**src/rtl/bss_pkg.sv**
```systemverilog
// ----------------------------------------------------------------------------
// Batch sort statistics package
// Field widths and default sizing shared by the interfaces and the top level.
// ----------------------------------------------------------------------------
`timescale 1ns / 1ps

package bss_pkg;

  localparam int DEF_MAX_SET_SIZE = 32;
  localparam int SAMPLE_W         = 8;
  localparam int MEAN_W           = 16;
  localparam int SIZE_W           = 6;

endpackage

```
**src/rtl/bss_in_if.sv**
```systemverilog
// ----------------------------------------------------------------------------
// Sample channel
// Carries one unsigned byte per beat, with a flag on the last byte of a set.
// ----------------------------------------------------------------------------
`timescale 1ns / 1ps

interface bss_in_if;

  logic                         valid;
  logic                         ready;
  logic [bss_pkg::SAMPLE_W-1:0] sample;
  logic                         final_sample;

  modport source (output valid, output sample, output final_sample, input ready);
  modport sink   (input valid, input sample, input final_sample, output ready);

endinterface

```
**src/rtl/bss_out_if.sv**
```systemverilog
// ----------------------------------------------------------------------------
// Result channel
// Carries one sorted value per beat together with the statistics of its set.
// ----------------------------------------------------------------------------
`timescale 1ns / 1ps

interface bss_out_if;

  logic                         valid;
  logic                         ready;
  logic [bss_pkg::SAMPLE_W-1:0] sorted_value;
  logic [bss_pkg::MEAN_W-1:0]   mean_fixed;
  logic [bss_pkg::SAMPLE_W-1:0] median_value;
  logic [bss_pkg::SAMPLE_W-1:0] maximum_value;
  logic [bss_pkg::SAMPLE_W-1:0] minimum_value;
  logic [bss_pkg::SIZE_W-1:0]   set_size;
  logic                         overflow_flag;
  logic                         final_result;

  modport source (
    output valid, output sorted_value, output mean_fixed, output median_value,
    output maximum_value, output minimum_value, output set_size,
    output overflow_flag, output final_result, input ready
  );
  modport sink (
    input valid, input sorted_value, input mean_fixed, input median_value,
    input maximum_value, input minimum_value, input set_size,
    input overflow_flag, input final_result, output ready
  );

endinterface

```
**src/rtl/batch_sort_statistics.sv**
```systemverilog
// ----------------------------------------------------------------------------
// Batch sort statistics
// Collects bytes into a set, sorts it in descending order in a memory with one
// read and one write port and emits each value with the mean, median, maximum
// and minimum.
// Loading accepts one sample beat per cycle; samples past capacity are dropped.
// After the closing beat, an in-place exchange sort with one comparator orders
// a set of n > 1, then a bit-serial divider forms the mean of the set and the
// maximum, minimum and median are read back from the memory.
// Results leave one beat at a time, each held while the sink is not ready;
// loading resumes once the last beat of the set is issued.
// Reset clears the fill count, sum, drop flag and state; the memory is not.
// ----------------------------------------------------------------------------
`timescale 1ns / 1ps

module batch_sort_statistics #(
  parameter int MAX_SET_SIZE = bss_pkg::DEF_MAX_SET_SIZE
) (
  input  logic      clk,
  input  logic      rst,
  bss_in_if.sink    samples,
  bss_out_if.source results
);

  import bss_pkg::*;

  localparam int CW   = $clog2(MAX_SET_SIZE + 1);
  localparam int AW   = $clog2(MAX_SET_SIZE);
  localparam int SUMW = $clog2(255 * MAX_SET_SIZE + 1);
  localparam int DW   = SUMW + 8;
  localparam int DCW  = $clog2(DW);

  typedef enum logic [3:0] {
    S_LOAD, S_SORT_A, S_CUR, S_CMP, S_WB, S_DIV,
    S_ST1, S_ST2, S_ST3, S_ST4, S_EMIT_RD, S_EMIT_SHOW
  } state_t;

  state_t state;

  logic [SAMPLE_W-1:0] mem [MAX_SET_SIZE];
  logic [SAMPLE_W-1:0] rdata;

  logic [CW-1:0]       count;
  logic [SUMW-1:0]     sum;
  logic                dropped;
  logic [AW-1:0]       a;
  logic [AW-1:0]       b;
  logic [AW-1:0]       k;
  logic [SAMPLE_W-1:0] cur;
  logic [SAMPLE_W-1:0] mid_hi;
  logic [SAMPLE_W-1:0] max_v;
  logic [SAMPLE_W-1:0] min_v;
  logic [SAMPLE_W-1:0] med_v;
  logic [DW-1:0]       dvd;
  logic [CW-1:0]       rem;
  logic [DCW-1:0]      div_cnt;

  logic                rd_en;
  logic [AW-1:0]       rd_addr;
  logic                wr_en;
  logic [AW-1:0]       wr_addr;
  logic [SAMPLE_W-1:0] wr_data;

  logic                full;
  logic [CW-1:0]       count_next;
  logic [SUMW-1:0]     sum_next;
  logic [CW-1:0]       cnt_m1;
  logic [CW-1:0]       cnt_m2;
  logic [CW-1:0]       cnt_half;
  logic [CW-1:0]       cnt_half_m1;
  logic [AW-1:0]       nm1;
  logic [AW-1:0]       nm2;
  logic [CW:0]         rem_shift;
  logic [CW:0]         rem_sub;
  logic                rem_ge;
  logic [SAMPLE_W:0]   med_sum;

  assign full        = (count == CW'(MAX_SET_SIZE));
  assign count_next  = full ? count : count + CW'(1);
  assign sum_next    = full ? sum : sum + SUMW'(samples.sample);
  assign cnt_m1      = count - CW'(1);
  assign cnt_m2      = count - CW'(2);
  assign cnt_half    = count >> 1;
  assign cnt_half_m1 = cnt_half - CW'(1);
  assign nm1         = cnt_m1[AW-1:0];
  assign nm2         = cnt_m2[AW-1:0];
  assign rem_shift   = {rem, dvd[DW-1]};
  assign rem_sub     = rem_shift - {1'b0, count};
  assign rem_ge      = (rem_shift >= {1'b0, count});
  assign med_sum     = {1'b0, mid_hi} + {1'b0, rdata};

  assign samples.ready = (state == S_LOAD);

  always_comb begin
    rd_en   = 1'b0;
    rd_addr = a;
    wr_en   = 1'b0;
    wr_addr = count[AW-1:0];
    wr_data = samples.sample;
    case (state)
      S_LOAD: begin
        wr_en = samples.valid && !full;
      end
      S_SORT_A: begin
        rd_en = 1'b1;
      end
      S_CUR: begin
        rd_en   = 1'b1;
        rd_addr = a + AW'(1);
      end
      S_CMP: begin
        if (rdata > cur) begin
          wr_en   = 1'b1;
          wr_addr = b;
          wr_data = cur;
        end
        if (b != nm1) begin
          rd_en   = 1'b1;
          rd_addr = b + AW'(1);
        end
      end
      S_WB: begin
        wr_en   = 1'b1;
        wr_addr = a;
        wr_data = cur;
        if (a != nm2) begin
          rd_en   = 1'b1;
          rd_addr = a + AW'(1);
        end
      end
      S_DIV: begin
        if (div_cnt == '0) begin
          rd_en   = 1'b1;
          rd_addr = '0;
        end
      end
      S_ST1: begin
        rd_en   = 1'b1;
        rd_addr = nm1;
      end
      S_ST2: begin
        rd_en   = 1'b1;
        rd_addr = cnt_half[AW-1:0];
      end
      S_ST3: begin
        if (!count[0]) begin
          rd_en   = 1'b1;
          rd_addr = cnt_half_m1[AW-1:0];
        end
      end
      S_EMIT_RD: begin
        rd_en   = 1'b1;
        rd_addr = k;
      end
      default: begin
      end
    endcase
  end

  always_ff @(posedge clk) begin
    if (wr_en) begin
      mem[wr_addr] <= wr_data;
    end
    if (rd_en) begin
      rdata <= mem[rd_addr];
    end
  end

  always_ff @(posedge clk) begin
    if (rst) begin
      state         <= S_LOAD;
      count         <= '0;
      sum           <= '0;
      dropped       <= 1'b0;
      results.valid <= 1'b0;
    end else begin
      if (results.valid && results.ready && state != S_EMIT_SHOW) begin
        results.valid <= 1'b0;
      end
      case (state)
        S_LOAD: begin
          if (samples.valid) begin
            count <= count_next;
            sum   <= sum_next;
            if (full) begin
              dropped <= 1'b1;
            end
            if (samples.final_sample) begin
              a       <= '0;
              dvd     <= {sum_next, 8'h00};
              rem     <= '0;
              div_cnt <= DCW'(DW - 1);
              state   <= (count_next > CW'(1)) ? S_SORT_A : S_DIV;
            end
          end
        end
        S_SORT_A: begin
          state <= S_CUR;
        end
        S_CUR: begin
          cur   <= rdata;
          b     <= a + AW'(1);
          state <= S_CMP;
        end
        S_CMP: begin
          if (rdata > cur) begin
            cur <= rdata;
          end
          if (b == nm1) begin
            state <= S_WB;
          end else begin
            b <= b + AW'(1);
          end
        end
        S_WB: begin
          if (a == nm2) begin
            state <= S_DIV;
          end else begin
            a     <= a + AW'(1);
            state <= S_CUR;
          end
        end
        S_DIV: begin
          dvd <= {dvd[DW-2:0], rem_ge};
          rem <= rem_ge ? rem_sub[CW-1:0] : rem_shift[CW-1:0];
          if (div_cnt == '0) begin
            state <= S_ST1;
          end else begin
            div_cnt <= div_cnt - DCW'(1);
          end
        end
        S_ST1: begin
          max_v <= rdata;
          state <= S_ST2;
        end
        S_ST2: begin
          min_v <= rdata;
          state <= S_ST3;
        end
        S_ST3: begin
          if (count[0]) begin
            med_v <= rdata;
            k     <= '0;
            state <= S_EMIT_RD;
          end else begin
            mid_hi <= rdata;
            state  <= S_ST4;
          end
        end
        S_ST4: begin
          med_v <= med_sum[SAMPLE_W:1];
          k     <= '0;
          state <= S_EMIT_RD;
        end
        S_EMIT_RD: begin
          state <= S_EMIT_SHOW;
        end
        S_EMIT_SHOW: begin
          if (!results.valid || results.ready) begin
            results.valid         <= 1'b1;
            results.sorted_value  <= rdata;
            results.mean_fixed    <= dvd[MEAN_W-1:0];
            results.median_value  <= med_v;
            results.maximum_value <= max_v;
            results.minimum_value <= min_v;
            results.set_size      <= SIZE_W'(count);
            results.overflow_flag <= dropped;
            results.final_result  <= (k == nm1);
            if (k == nm1) begin
              count   <= '0;
              sum     <= '0;
              dropped <= 1'b0;
              state   <= S_LOAD;
            end else begin
              k     <= k + AW'(1);
              state <= S_EMIT_RD;
            end
          end
        end
        default: begin
          state <= S_LOAD;
        end
      endcase
    end
  end

`ifndef SYNTHESIS
  a_count_bound: assert property (@(posedge clk) disable iff (rst)
    count <= CW'(MAX_SET_SIZE))
    else $error("fill count exceeds capacity");

  a_value_in_range: assert property (@(posedge clk) disable iff (rst)
    results.valid |-> (results.sorted_value <= results.maximum_value) &&
                      (results.sorted_value >= results.minimum_value))
    else $error("sorted value outside minimum and maximum");

  a_last_is_min: assert property (@(posedge clk) disable iff (rst)
    results.valid && results.final_result |->
      results.sorted_value == results.minimum_value)
    else $error("last beat of a set is not its minimum");

  a_stats_order: assert property (@(posedge clk) disable iff (rst)
    results.valid |-> (results.mean_fixed <= {results.maximum_value, 8'h00}) &&
                      (results.median_value <= results.maximum_value) &&
                      (results.median_value >= results.minimum_value))
    else $error("mean or median outside the range of the set");
`endif

endmodule
```
**src/flat_wrapper.sv**
```systemverilog
// flat-port wrapper written by rule: the top's interface ports become plain ports
module batch_sort_statistics_flat import bss_pkg::*;
#(
  parameter int MAX_SET_SIZE = bss_pkg::DEF_MAX_SET_SIZE
)
  (clk, rst, samples_valid, samples_sample, samples_final_sample, samples_ready, results_valid, results_sorted_value, results_mean_fixed, results_median_value, results_maximum_value, results_minimum_value, results_set_size, results_overflow_flag, results_final_result, results_ready);
  bss_in_if samples_i ();
  bss_out_if results_i ();
  input  logic clk;
  input  logic rst;
  input wire logic [$bits(samples_i.valid)-1:0] samples_valid;
  input wire logic [$bits(samples_i.sample)-1:0] samples_sample;
  input wire logic [$bits(samples_i.final_sample)-1:0] samples_final_sample;
  output wire logic [$bits(samples_i.ready)-1:0] samples_ready;
  output wire logic [$bits(results_i.valid)-1:0] results_valid;
  output wire logic [$bits(results_i.sorted_value)-1:0] results_sorted_value;
  output wire logic [$bits(results_i.mean_fixed)-1:0] results_mean_fixed;
  output wire logic [$bits(results_i.median_value)-1:0] results_median_value;
  output wire logic [$bits(results_i.maximum_value)-1:0] results_maximum_value;
  output wire logic [$bits(results_i.minimum_value)-1:0] results_minimum_value;
  output wire logic [$bits(results_i.set_size)-1:0] results_set_size;
  output wire logic [$bits(results_i.overflow_flag)-1:0] results_overflow_flag;
  output wire logic [$bits(results_i.final_result)-1:0] results_final_result;
  input wire logic [$bits(results_i.ready)-1:0] results_ready;
  assign samples_i.valid = samples_valid;
  assign samples_i.sample = samples_sample;
  assign samples_i.final_sample = samples_final_sample;
  assign samples_ready = samples_i.ready;
  assign results_valid = results_i.valid;
  assign results_sorted_value = results_i.sorted_value;
  assign results_mean_fixed = results_i.mean_fixed;
  assign results_median_value = results_i.median_value;
  assign results_maximum_value = results_i.maximum_value;
  assign results_minimum_value = results_i.minimum_value;
  assign results_set_size = results_i.set_size;
  assign results_overflow_flag = results_i.overflow_flag;
  assign results_final_result = results_i.final_result;
  assign results_i.ready = results_ready;
  batch_sort_statistics #(.MAX_SET_SIZE(MAX_SET_SIZE)) u_core (.clk(clk), .rst(rst), .samples(samples_i), .results(results_i));
endmodule
```
**config.mk**
```make
export PLATFORM = sky130hd
export DESIGN_NAME = batch_sort_statistics_flat
export DESIGN_NICKNAME = d
export VERILOG_FILES = /design/src/rtl/bss_pkg.sv /design/src/rtl/bss_in_if.sv /design/src/rtl/bss_out_if.sv /design/src/rtl/batch_sort_statistics.sv /design/src/flat_wrapper.sv
export SDC_FILE = /design/constraint.sdc
export NUM_CORES = 1
export LEC_CHECK = 0
export BUFFER_PORTS_ARGS = -buffer_cell sky130_fd_sc_hd__buf_2
export CORE_ASPECT_RATIO = 1.4
export CORE_UTILIZATION = 62
export CTS_CLUSTER_DIAMETER = 120
export DETAILED_ROUTE_END_ITERATION = 12
export HOLD_SLACK_MARGIN = 0.08
export PLACE_DENSITY = 0.85
export SLEW_MARGIN = 20
export SYNTH_ARGS = -nofsm -noshare
export SYNTH_HDL_FRONTEND = slang
export SYNTH_SLANG_ARGS = --single-unit
```
**constraint.sdc**
```tcl
create_clock -name clk -period 7.14 [get_ports clk]
set_clock_uncertainty 0.15 [all_clocks]
set_input_delay 1.071 -clock clk [delete_from_list [all_inputs] [get_ports clk]]
set_output_delay 1.071 -clock clk [all_outputs]
set_load 0.02 [all_outputs]
```
* After elaboration in Yosys (flattened, before gate mapping)
Memory sizes are Yosys's and may differ from the RTL's. A register that Yosys moved wholly into a read port is not among the register bits.
Cells that the tools add are included.
** Word-level totals
- Flip-flop bits (word level) :: 168
- Bits of input ports :: 13
- Memories kept :: 1
- Word-level logic and storage cells :: 172
- Memory bits (writable) :: 256
** Memories
- u_core.mem :: depth 32, width 8, read ports 1, clocked after memory_dff 1, wr ports 1, RTL line batch_sort_statistics.sv:40 : logic [SAMPLE_W-1:0] mem [MAX_SET_SIZE];
** Cells by class
- Add/sub/neg operators :: 11
- Bitwise gates (word level) :: 2
- Magnitude comparators :: 3
- Equal/unequal tests :: 31
- Reduce and logical (&&, ||, !) cells :: 29
- Multiplexer cells :: 71
** Operators by type and width (count)
- $mux 5 :: 15
- $mux 13 :: 4
- $pmux 4 s12 :: 1
- $pmux 8 s2 :: 3
- $mux 21 :: 2
- $mux 6 :: 7
- $pmux 21 s2 :: 1
- $pmux 5 s2 :: 4
- $pmux 5 s8 :: 1
- $pmux 13 s2 :: 1
- $reduce_and 5->1 :: 5
- $mux 4 :: 6
- $mux 8 :: 3
- $pmux 6 s2 :: 2
- $eq 4x3->1 const B :: 4
- $eq 4x4->1 const B :: 4
- $add 5x1->5 const B :: 3
- $eq 5x5->1 :: 3
- $pmux 5 s3 :: 1
- $reduce_and 3->1 :: 5
- $sub 5x1->5 const B :: 3
- $mux 1 :: 14
- $ne 2x1->1 const B :: 7
- $add 13x8->13 :: 1
- other kinds (29) :: 47

* Logic depth before layout (Yosys ltp)
Gate-level depths: netlist of run 1.
- Depth after elaboration :: 7
- Gate-level depth with buffers :: 16

* Least setup slack after synthesis of run 1
OpenSTA, ideal clock, no wires.
- Path type :: input -> register
- From :: in rst
- To :: reg u_core.results.final_result (enable)
- Data required time :: 6.451 ns
- Buffers on the path :: 2
- Setup time :: 0.539 ns
- Slack :: 1.130 ns
- Arrival time :: 5.321 ns
- Cell stages on the path :: 3
- Cell sequence :: clkbuf_1 > clkbuf_1 > nor3_1
** Between the ends
- Longest elaborated chain between the ends :: 2
** RTL lines
- start, declared :: RTL line flat_wrapper.sv:10 : input logic rst;
- $not 1->1 (no line)
- $reduce_and 3->1 (no line)
- end signal, assigned :: RTL line batch_sort_statistics.sv:268 : results.final_result <= (k == nm1);
- end, declared :: RTL line bss_out_if.sv:23 : output overflow_flag, output final_result, input ready
Every way passes these cells.
A chain may end at the register's enable or synchronous reset.

* Worst setup path after layout of run 1
- From :: reg u_core.count[0]
- To :: reg u_core.rdata[1], read port of u_core.mem, data pin
** Between the ends
- Longest elaborated chain between the ends :: 4
- Elaborated cells on any way between the ends :: 12
- Those cells by class :: add/sub: 2; eq/ne: 2; mux: 8
** RTL lines
- start, declared :: RTL line batch_sort_statistics.sv:43 : logic [CW-1:0] count;
- start signal, assigned :: RTL line batch_sort_statistics.sv:183 : count <= count_next;
- $sub 5x2->5 / $sub 5x1->5 (equally long branches) :: RTL line batch_sort_statistics.sv:82, batch_sort_statistics.sv:81
- $ne 5x5->1 (on tied branches) :: RTL line batch_sort_statistics.sv:126, batch_sort_statistics.sv:117
- $mux 5 (tied with other cells) :: RTL line batch_sort_statistics.sv:126 : if (a != nm2) begin
- $pmux 5 s8 / $pmux 1 s5 (equally long branches) :: RTL line batch_sort_statistics.sv:100 : case (state)
- end, declared :: RTL line batch_sort_statistics.sv:41 : logic [SAMPLE_W-1:0] rdata;
Several ways; a longest one is shown, not always the timed one.

==> results.md, run 1 <==
- The run finished with clean final reports.
- The global-route total usage across every layer is 28.46%.
- The number of buffers created by CTS is between 40 and 50.
- Setup violations remaining at the end of the flow were counted as 0.
- The number of warning messages in the yosys log is 0.
- The congestion estimate from routability-driven global placement came to 0.9332.
- The most used flip-flop cell after synthesis is sky130_fd_sc_hd__edfxtp_1.
- In this run the post-CTS setup repair buffer count came out at 0.
- The leakage power summed over all cells is between 0.007 and 0.008 uW.
- The first global-routing pass estimated 66810 um of wire.
- The nature of the critical path endpoint is a flip-flop.
- The worst path required time is 7410 ps.
- The launch point of the worst reg-to-reg path is u_core.count[0].
- For the final routed database, the setup TNS stands at 0 ps.
- The clock transition at the registers of the reported paths is 70 ps.
- The die boundary width is 150.7 um.
- The endpoint identified for the worst register-to-register timing path is u_core.rdata[1].
- Max-cap violations in this run came to 0.
- For this block, the initial DRC count from the detailed router was 1027.
- The cell row count is 75.
- The deepest clock path buffer count is 3.
- The total area inside the core boundary comes to 30220 um^2.
- The number of hold-slack violations in the final timing report is 0.
- The post-route netlist has 18.83% of its cells at a drive strength greater than 1.
- Clock tree synthesis found a total of 432 sinks.
- The wire length per cell after detailed routing is 23.74 um.
- Dividing the detail-routed via count by the number of cells gives 6.460.
- At the pin with the least slew margin, the transition time is around 1100 ps.
- The period utilization is about 76%.
- The max-slew violation count came to 0.
- Static timing analysis puts the maximum clock frequency at 183.5 MHz.
- Summed over all layers, the global routing overflow is 0.
- The worst slew slack as a fraction of its limit is 27.31%.
- In the final design database the tool counted 1490 nets.
- Power spread over the standard cell area amounts to a little over 400 nW/um^2.
- The setup path with the least slack is of type reg -> reg.
- For this design, the CTS-stage hold fixing added 0 buffers.
- Buffers placed on the I/O ports in this run total 70.
- Timing analysis after detailed placement gives a worst setup slack of 1825 ps.
- The worst hold path terminates at u_core.results.maximum_value[1].
- After detailed routing, the number of remaining DRC violations is 0.
- The area growth from synthesis to layout is 11.26%.
- Setup repair after global routing left no endpoint under its margin.
- The routed layout has 11960 vias.
- The initial standard-cell utilization of the core is between 60% and 70%.
- The most frequent standard cell in the layout excluding fill and tap cells is sky130_fd_sc_hd__edfxtp_1.
- The net count of the mapped netlist is 1414.
- Counting flops with a built-in enable in the synthesized netlist gives 407.
- The worst setup path is launched from a flip-flop.
- The mean cell area of the mapped netlist is 14.13 um^2.
- Sorting the synthesized cells by area gives the leading types as sky130_fd_sc_hd__edfxtp_1 (64%), sky130_fd_sc_hd__mux2_2 (4.6%), sky130_fd_sc_hd__mux2i_1 (2.9%).
- Entering global routing, the biggest net connects 115 pins.
- The top cell types in the final layout, fill and taps aside, are sky130_fd_sc_hd__edfxtp_1 (407), sky130_fd_sc_hd__nor2_1 (112), sky130_fd_sc_hd__nand2_1 (86), sky130_fd_sc_hd__mux2_2 (79), sky130_fd_sc_hd__buf_2 (70).
- Summed over all nets, the half-perimeter wirelength after detailed placement is 29290 um.
- The worst-skew pair later-pin latency is 560 ps.
- The arrival time at the worst endpoint is 5720 ps.
- Counting distinct cell types in the post-synthesis netlist gives 81.
- The number of antenna violations at the first check in global routing came to 0.
- Across the VDD grid, the largest voltage drop is between 0.3 and 0.4 mV.
- The share of flip-flops with an asynchronous set or reset after synthesis is 0%.
- The die footprint is 31660 um^2.
- The worst-case reg-to-reg path depth is 11.
- The path type of the worst min-delay path is reg -> reg.
- The total wirelength of the detailed-routed design is 43940 um.
- The register-to-register path setup slack is 1690 ps.
- The worst hold path passes through 0 cells.
- Once the clock tree was built, the resizer swapped 0 gates to a different size.
- Once routing completed, OpenROAD measured the worst setup slack at around 1700 ps.
- For this run, the register share of the synthesized area comes to about two thirds.
- The maximum fanout along the worst path is 26.
- Once layout is complete, the cells apart from fillers number 1851.
- TritonCTS built the clock tree.
- The first detailed-routing pass ran for 5 iterations.
- The share of Yosys cell area claimed by the top area cell type is a little under two thirds.
- The overall power after layout is 8631 uW.
- CTS placed an instance of sky130_fd_sc_hd__clkbuf_16 at the clock tree root.
- The total placed cells including tap cells is approximately 1800.
- Once detail routing completed, the nets flagged for antenna violations numbered 0.
- The netlist area before placement is between 15000 and 20000 um^2.
- Synthesis produced 1358 cells.
- Synthesis inferred 432 register bits.
- The shortest clock period the worst path allows after layout is 5450 ps.
- In this run the most critical hold path is launched from u_core.max_v[1].
- The chip height is 210.1 um.
- The synthesized design spends more area on one cell type than any other, namely sky130_fd_sc_hd__edfxtp_1.
- The maximum level of the CTS H-tree is 2.
- The count of antenna diodes in the layout is 0.
- The number of global-route vias before repair is 11860.
- 71 I/O pins were placed.
## registers in the layout, indices dropped and copies added, names as in the netlist, 13 cells and up
signal                     count
u_core.mem                   256
u_core.dvd                    21
u_core.results.mean_fixed     16
u_core.sum                    13
## critical path, stage by stage (launching register included)
cell and delay (ps):
sky130_fd_sc_hd__dfxtp_1 990, sky130_fd_sc_hd__inv_1 320, sky130_fd_sc_hd__ha_1 470, sky130_fd_sc_hd__xnor2_1 160
sky130_fd_sc_hd__a311oi_1 410, sky130_fd_sc_hd__and4_4 340, sky130_fd_sc_hd__nor3_2 60, sky130_fd_sc_hd__a2111oi_4 790
sky130_fd_sc_hd__nand2_2 590, sky130_fd_sc_hd__or2_0 510, sky130_fd_sc_hd__o2111ai_1 300, sky130_fd_sc_hd__and4_1 230
## cell usage after synthesis (all sizes together) (25+ instances only)
cell type  count
edfxtp       407
nand2         88
dfxtp         25
xnor2         34
mux2i         56
inv           34
mux2          79
nor2         113
nand3         32
o22ai         38
a21oi         46
o21ai         47
ha            40
buf           38
## cell type report
cell class | instances | area, um^2
repair buffers | 95 | 550.5
clock buffers | 50 | 1081
well taps | 385 | 481.7
flip-flops and latches | 432 | 12720
inverters | 34 | 127.6
clock inverters | 25 | 319.1
fillers | 1892 | 8871
multi-input cells | 830 | 6063
## power breakdown
| group | switching [uW] | total, uW | internal [uW] |
|---|---|---|---|
| registers | 202 | 3410 | 3210 |
| clock network | 926 | 2240 | 1310 |
| logic | 1880 | 2990 | 1100 |
| total | 3010 | 8630 | 5620 |
## kinds of logic after synthesis
| family | after synthesis | synth area share, % |
|---|---|---|
| buffers and inverters | 96 | 2.426 |
| and+or+nand+nor | 332 | 8.420 |
| muxes | 136 | 7.676 |
| DFF | 432 | 66.31 |
| adders and majority gates | 43 | 2.922 |
| AOI/OAI and AO/OA | 267 | 9.724 |
| xor gates and xnor gates | 52 | 2.517 |
## how the worst max path moves through the flow
| stage | startpoint | end | slack [ps] |
|---|---|---|---|
| finish | u_core.count[0] | u_core.rdata[1] | 1690 |
| global route | u_core.count[0] | u_core.rdata[2] | 1440 |
| CTS | u_core.count[0] | u_core.rdata[1] | 1820 |
| detailed placement | u_core.count[0] | u_core.rdata[1] | 1820 |
| global placement | u_core.count[0] | u_core.rdata[1] | 2030 |
| floorplan | rst | u_core.results.final_result | 1130 |
## metrics by stage
stage | hold slack [ps] | instance area, um^2 | utilization, %
after floorplan | 250.3 | 19180 | -
after global placement | 251.0 | 19920 | 65.91
after detailed placement | 254.5 | 19940 | 66.00
after CTS | 270.7 | 21340 | 70.63
after global routing | 276.7 | 21350 | 70.64
final | 268.5 | 21350 | 70.64
## layer usage
layer  track usage, %  wire length (um)  vias to the layer above
met5                0                 0                        -
met4            14.31              2036                        0
met3            4.221              2894                      142
met2            50.53             23280                      592
met1            33.28             15740                     5879
li1                 -                 -                     5345
Power figures use the tool's default switching activity.
==> run 2, diff against run 1 <==
- clock period: 7.14 -> 5.05 ns (I/O delays scaled with it)
==> results.md, run 2 (synthesized netlist as in run 1, its figures left out) <==
- The run finished with clean final reports.
- The number of cells on the worst hold path is 0.
- The max-slew violation count is 0.
- The count of antenna diodes in the layout is 0.
- The largest net degree at the start of global routing is 57.
- The number of clock buffers added by TritonCTS is 41.
- The remaining routing DRC violations is 0.
- The type of the worst setup path is reg -> reg.
- Counting stages on the worst path, the most repeated cell is sky130_fd_sc_hd__buf_12.
- The period utilization is 91.15%.
- After floorplanning, the core was divided into 75 placement rows.
- For this design the ratio of total power to cell area is ~570 nW/um^2.
- Global routing consumed, over all layers together, 29.16% of the routing resources.
- In this design, the stage delay of the slowest critical-path cell is approximately 600 ps.
- The post-CTS setup repair buffer count is 0.
- The type of element launching the critical path is a flip-flop.
- The most flop-heavy register is u_core.mem.
- Setup repair after global routing left no endpoint under its margin.
- The nature of the critical path endpoint is a flip-flop.
- The number of hold-slack violations in the final timing report is 0.
- The via count is about 12000.
- After layout, the design draws a total of 12430 uW.
- Per report_power, the clock group accounts for 25.3% of the total.
- The post-route netlist has 21.37% of its cells at a drive strength greater than 1.
- The first-iteration detailed-routing DRC count is 1200.
- The startpoint of the worst hold path is u_core.max_v[4].
- The number of iterations in the first detailed-routing pass is 5.
- The number of hold buffers added after CTS is 0.
- The endpoint of the lowest-slack register-to-register path is u_core.rdata[6].
- The power share of the combinational group is 36.7%.
- Traced cell by cell, the critical path runs through inv_1 > ha_1 > xnor2_1 > a311oi_1 > and4_4 > o211ai_1 > a22oi_2 > buf_12 > buf_12 > mux2i_1 > o22ai_1 > a2111oi_0 > buf_4 > nor4_1.
- The net switching component of the power is 4334 uW.
- The core area is around 30000 um^2.
- The worst register-to-register path begins at u_core.count[1].
- The number of antenna violations at the first check in global routing is 0.
- The initial standard-cell utilization of the core is a little under two thirds.
- Global routing finished with a remaining overflow of 0.
- The number of gates resized after CTS was 0.
- The clock drives ~430 sinks.
- The arrival time at the worst endpoint is between 4000 and 5000 ps.
- The floorplan step set the die height to 210.1 um.
- In the layout the commonest cells are sky130_fd_sc_hd__edfxtp_1 (407), sky130_fd_sc_hd__nor2_1 (112), sky130_fd_sc_hd__nand2_1 (86), sky130_fd_sc_hd__mux2_2 (79).
- The clock tree synthesis step divided the H-tree into 2 levels.
- In this run the tightest slew margin relative to its limit is 27.02%.
- From synthesis to final layout, the design area changed by 13.31%.
- The CTS tree is built.
- The shortest clock period the worst path allows after layout is between 4000 and 5000 ps.
- In this run the register-to-register setup slack is roughly 450 ps.
- The switching part of the total is 34.85%.
- The wire length of the first global-routing pass is 68620 um.
- In the final layout, the registers with the most flip-flops are u_core.mem: 256 flops, u_core.dvd: 21 flops, u_core.results.mean_fixed: 16 flops.
- The number of I/O port buffers is 70.
- The tightest min-delay check is of the reg -> reg type.
- The worst hold slack is about 270 ps.
- No sink is reached through more buffers than the 3 on the longest clock path.
- The post-detailed-route count of antenna-violating nets is 0.
- The internal portion of the total power is 8101 uW.
- The leakage power summed over all cells is approximately 0.0078 uW.
- The cell family contributing the most delay on the critical path is compound AO/OA/AOI/OAI gates.
- The transition at the pin with the smallest max-transition slack is 1091 ps.
- The floorplan step defined a die boundary enclosing 31660 um^2.
- The sink of the worst hold path is u_core.results.maximum_value[4].
- For the worst-skew pair, the clock arrives at the later sink with an insertion delay of 560 ps.
- The net count of the finished layout is ~1500.
- For the final routed database, the setup TNS stands at 0 ps.
- The most frequent standard cell in the layout excluding fill and tap cells is sky130_fd_sc_hd__edfxtp_1.
- Setup violations remaining at the end of the flow were counted as 0.
- The final design utilization is between 70% and 80%.
- After detailed routing, the number of vias per cell comes to roughly 6.4.
- The number of global-route vias before repair is 12220.
- The largest individual stage delay along the critical path comes from the cell sky130_fd_sc_hd__dfxtp_1.
- The maximum fanout along the worst path is 29.
- VDD sags by at most 0.3256 mV.
- Across the run, the number of max-cap violations was 0.
- The total I/O pin count is 71.
- The number of buffers and inverters on the critical path is 4.
- Dividing the detail-routed wire length by the instance count gives approximately 24 um.
- The die is approximately 150 um wide.
- Sequential cells burn 38.0% of the power.
- The global placement routability congestion is 0.9838.
- Counting cells, the worst reg-to-reg path comes to 14.
- At the worst endpoint, the required time is 5180 ps.
- The routed design has 45220 um of wire.
- The sum of net half-perimeters after detailed placement is ~30000 um.
- The clock tree root buffer cell is sky130_fd_sc_hd__clkbuf_16.
- The clock transition at the registers of the reported paths is 70 ps.
- The maximum frequency from static timing analysis is 217.2 MHz.
- The register with the most flip-flops in the layout has 256 of them.
run 2: final cells by class:
cell class	count	area (um^2)
clock inverters	26	272.8
flip-flops and latches	432	12720
inverters	34	127.6
multi-input cells	830	6056
well taps	385	481.7
repair buffers	144	955.9
clock buffers	50	1122
fillers	1859	8478
run 2: per-stage QoR:
step,cells,cell area (um^2),setup slack [ps]
floorplan,1358,19190,1054
global placement,1825,20340,732.3
detailed placement,1825,20340,609.5
CTS,1901,21740,576.4
global route,1901,21740,358.6
finish,1901,21740,446.8
run 2: worst register-to-register path, stage by stage, from the launching register on:
cell	delay [ps]
sky130_fd_sc_hd__dfxtp_1	600
sky130_fd_sc_hd__inv_1	230
sky130_fd_sc_hd__ha_1	420
sky130_fd_sc_hd__xnor2_1	160
sky130_fd_sc_hd__a311oi_1	400
sky130_fd_sc_hd__and4_4	350
sky130_fd_sc_hd__o211ai_1	120
sky130_fd_sc_hd__a22oi_2	220
sky130_fd_sc_hd__buf_12	250
sky130_fd_sc_hd__buf_12	240
sky130_fd_sc_hd__mux2i_1	260
sky130_fd_sc_hd__o22ai_1	110
sky130_fd_sc_hd__a2111oi_0	550
sky130_fd_sc_hd__buf_4	210
sky130_fd_sc_hd__nor4_1	50
run 2: per-layer routing:
metal	global-route usage [%]	up-vias	wire length [um]
met1	33.35	5932	16120
met3	5.108	151	3189
met4	16.93	0	2551
met2	50.91	601	23360
li1	-	5457	-
met5	0	-	0
run 2: worst max-delay path by stage:
stage | from | end | depth (start not counted)
finish | u_core.count[1] | u_core.rdata[6] | 14
global route | u_core.count[1] | u_core.rdata[6] | 14
CTS | u_core.count[1] | u_core.rdata[6] | 14
detailed placement | u_core.count[1] | u_core.rdata[6] | 14
global placement | u_core.count[1] | u_core.rdata[7] | 13
floorplan | u_core.state[3] | u_core.results.final_result | 5
run 2: power by group through the flow:
stage               logic (uW)  clock network [uW]  registers [uW]
finish                    4570                3140            4720
floorplan                 3090                   0            4740
CTS                       4490                3170            4720
global route              4830                3300            4740
global placement          4290                   0            4770
detailed placement        4430                   0            4790
==> run 3, diff against run 2 <==
- CORE_UTILIZATION: 62 -> 55
- PLACE_DENSITY: 0.85 -> 0.77
==> results.md, run 3 (synthesized netlist as in run 1, its figures left out) <==
- The run finished with clean final reports.
- Buffers inserted during clock tree synthesis total 41.
- The register with the most flip-flops in the layout has 256 of them.
- Setup repair after global routing left no endpoint under its margin.
- The total I/O pin count is 71.
- Power spread over the standard cell area amounts to 564.8 nW/um^2.
- Cells fill 63.73% of the core in the end.
- The sum of net half-perimeters after detailed placement is 29930 um.
- On the worst path, the slowest cell contributes a delay of 580 ps.
- The maximum frequency from static timing analysis is 212.5 MHz.
- The maximum level of the CTS H-tree is 2.
- The die boundary width is approximately 160 um.
- Clock-pin slew was measured on the worst setup and hold paths at ~60 ps.
- The number of hold buffers added after CTS is 0.
- Once detail routing completed, the nets flagged for antenna violations numbered 0.
- In the layout the commonest cells are sky130_fd_sc_hd__edfxtp_1 (407), sky130_fd_sc_hd__nor2_1 (112), sky130_fd_sc_hd__nand2_1 (86), sky130_fd_sc_hd__mux2_2 (79), sky130_fd_sc_hd__buf_4 (77).
- For this configuration, the core starts out at a cell density of 56.04%.
- The final total negative setup slack is 0 ps.
- The number of maximum-capacitance constraint violations is 0.
- The number of global-route vias before repair is ~12000.
- The post-cts gate resize count is 0.
- The maximum fanout along the worst path is 64.
- For this design the static power due to leakage is 0.007790 uW.
- The signal on the critical path passes through inv_1 > ha_1 > xnor2_1 > a311oi_1 > and4_4 > o211ai_1 > a22oi_2 > buf_12 > mux2i_1 > o22a_1 > o2111ai_1 > and4_1.
- Summing over every cut layer, the via total after detailed routing is 12020.
- The final critical path takes up 93.19% of the cycle.
- The number of antenna violations at the first check in global routing is 0.
- The type of element launching the critical path is a flip-flop.
- The wire length of the first global-routing pass is roughly 68000 um.
- TritonCTS built the clock tree.
- The worst path required time is between 5000 and 6000 ps.
- The via-per-instance ratio is 6.099.
- Clock latency on the worst-skew pair, taken at its later pin, is 570 ps.
- After the last flow step, the layout net total stands at approximately 1500.
- Setup violations remaining at the end of the flow were counted as 0.
- The number of iterations in the first detailed-routing pass is 6.
- The number of sinks handled by clock tree synthesis is between 400 and 500.
- The most frequent standard cell in the layout excluding fill and tap cells is sky130_fd_sc_hd__edfxtp_1.
- The largest net degree at the start of global routing is 65.
- The number of buffers and inverters on the critical path is 2.
- Counting flops per register, the top entry is u_core.mem.
- The transition at the pin with the smallest max-transition slack is between 1000 and 1500 ps.
- The shortest clock period the worst path allows after layout is 4706 ps.
- In this run the tool buffered the top-level ports with 70 buffer cells.
- The worst slew slack as a fraction of its limit is between 30% and 40%.
- After detailed routing, the number of remaining DRC violations is 0.
- The congestion estimate from routability-driven global placement came to 0.9548.
- The die footprint is between 30000 and 40000 um^2.
- The cell family contributing the most delay on the critical path is compound AO/OA/AOI/OAI gates.
- The filler cells instantiated in the layout total 2447.
- The max-slew violation count is 0.
- The residual overflow from global routing is 0.
- VDD sags by at most ~0.34 mV.
- The nature of the critical path endpoint is a flip-flop.
- The global-route total usage across every layer is 25.09%.
- The post-CTS setup repair buffer count is 0.
- For this block, the routed nets add up to 44020 um of wire.
- Row generation in the floorplan step produced 80 rows.
- The first-iteration detailed-routing DRC count is approximately 1100.
- The core area is about 34000 um^2.
- The chip height is 223.0 um.
- The clock tree root buffer cell is sky130_fd_sc_hd__clkbuf_16.
- The number of antenna diodes in the final layout is 0.
- The number of hold-slack violations in the final timing report is 0.
- In the final layout, the registers with the most flip-flops are u_core.mem: 256 flops, u_core.dvd: 21 flops, u_core.results.mean_fixed: 16 flops.
- The area growth from synthesis to layout is 13.72%.
- The slowest stage of the critical path is the sky130_fd_sc_hd__dfxtp_1 cell.
- Dividing the detail-routed wire length by the instance count gives between 20 and 25 um.
- The path type of the worst min-delay path is reg -> reg.
- The deepest clock path buffer count is 3.
- The type of the worst setup path is reg -> reg.
- The post-route netlist has between 20 and 25% of its cells at a drive strength greater than 1.
- STA puts the critical path data arrival time at 4860 ps.
[run 3: final timing paths]
path                                    endpoint  slack, ps  cells past startpoint       startpoint
setup reg to reg                 u_core.rdata[0]        340                     12  u_core.count[1]
setup / recovery                 u_core.rdata[0]        340                     12  u_core.count[1]
hold / removal    u_core.results.median_value[1]        270                      0  u_core.med_v[1]
hold reg to reg   u_core.results.median_value[1]        270                      0  u_core.med_v[1]
[run 3: layout make-up]
| cell class | count | area, um^2 | share of cell area, % |
|---|---|---|---|
| tap | 451 | 564.3 | 2.587 |
| sequential | 432 | 12720 | 58.32 |
| timing repair buffer | 149 | 968.4 | 4.439 |
| multi-input combinational | 830 | 6056 | 27.76 |
| inverter | 34 | 127.6 | 0.5850 |
| clock buffer | 49 | 1077 | 4.938 |
| clock inverter | 25 | 300.3 | 1.376 |
[run 3: per-layer routing]
layer / track usage, % / part of all wire (%) / vias to the layer above
li1: - / - / 5446
met1: 28.97 / 37 / 5947
met2: 45.61 / 53 / 493
met3: 3.755 / 6.3 / 129
met4: 11.83 / 4.4 / 0
met5: 0 / 0 / -
[run 3: power breakdown]
group / internal (uW) / switching (uW) / total [uW]
combinational: 1700 / 2700 / 4400
sequential: 4530 / 238 / 4770
clock: 1840 / 1310 / 3160
[run 3: stage by stage]
stage | power (uW) | hold WS, ps | std cells | instance area, um^2 | setup slack, ps
after CTS | 12330 | 269.4 | 1970 | 21820 | 410.3
after global placement | 9042 | 251.7 | 1896 | 20440 | 564.6
after floorplan | 7825 | 250.3 | 1358 | 19190 | 1054
final | 12320 | 268.4 | 1970 | 21820 | 343.9
after detailed placement | 9157 | 254.5 | 1896 | 20440 | 483.9
after global routing | 12820 | 274.3 | 1970 | 21820 | 221.1
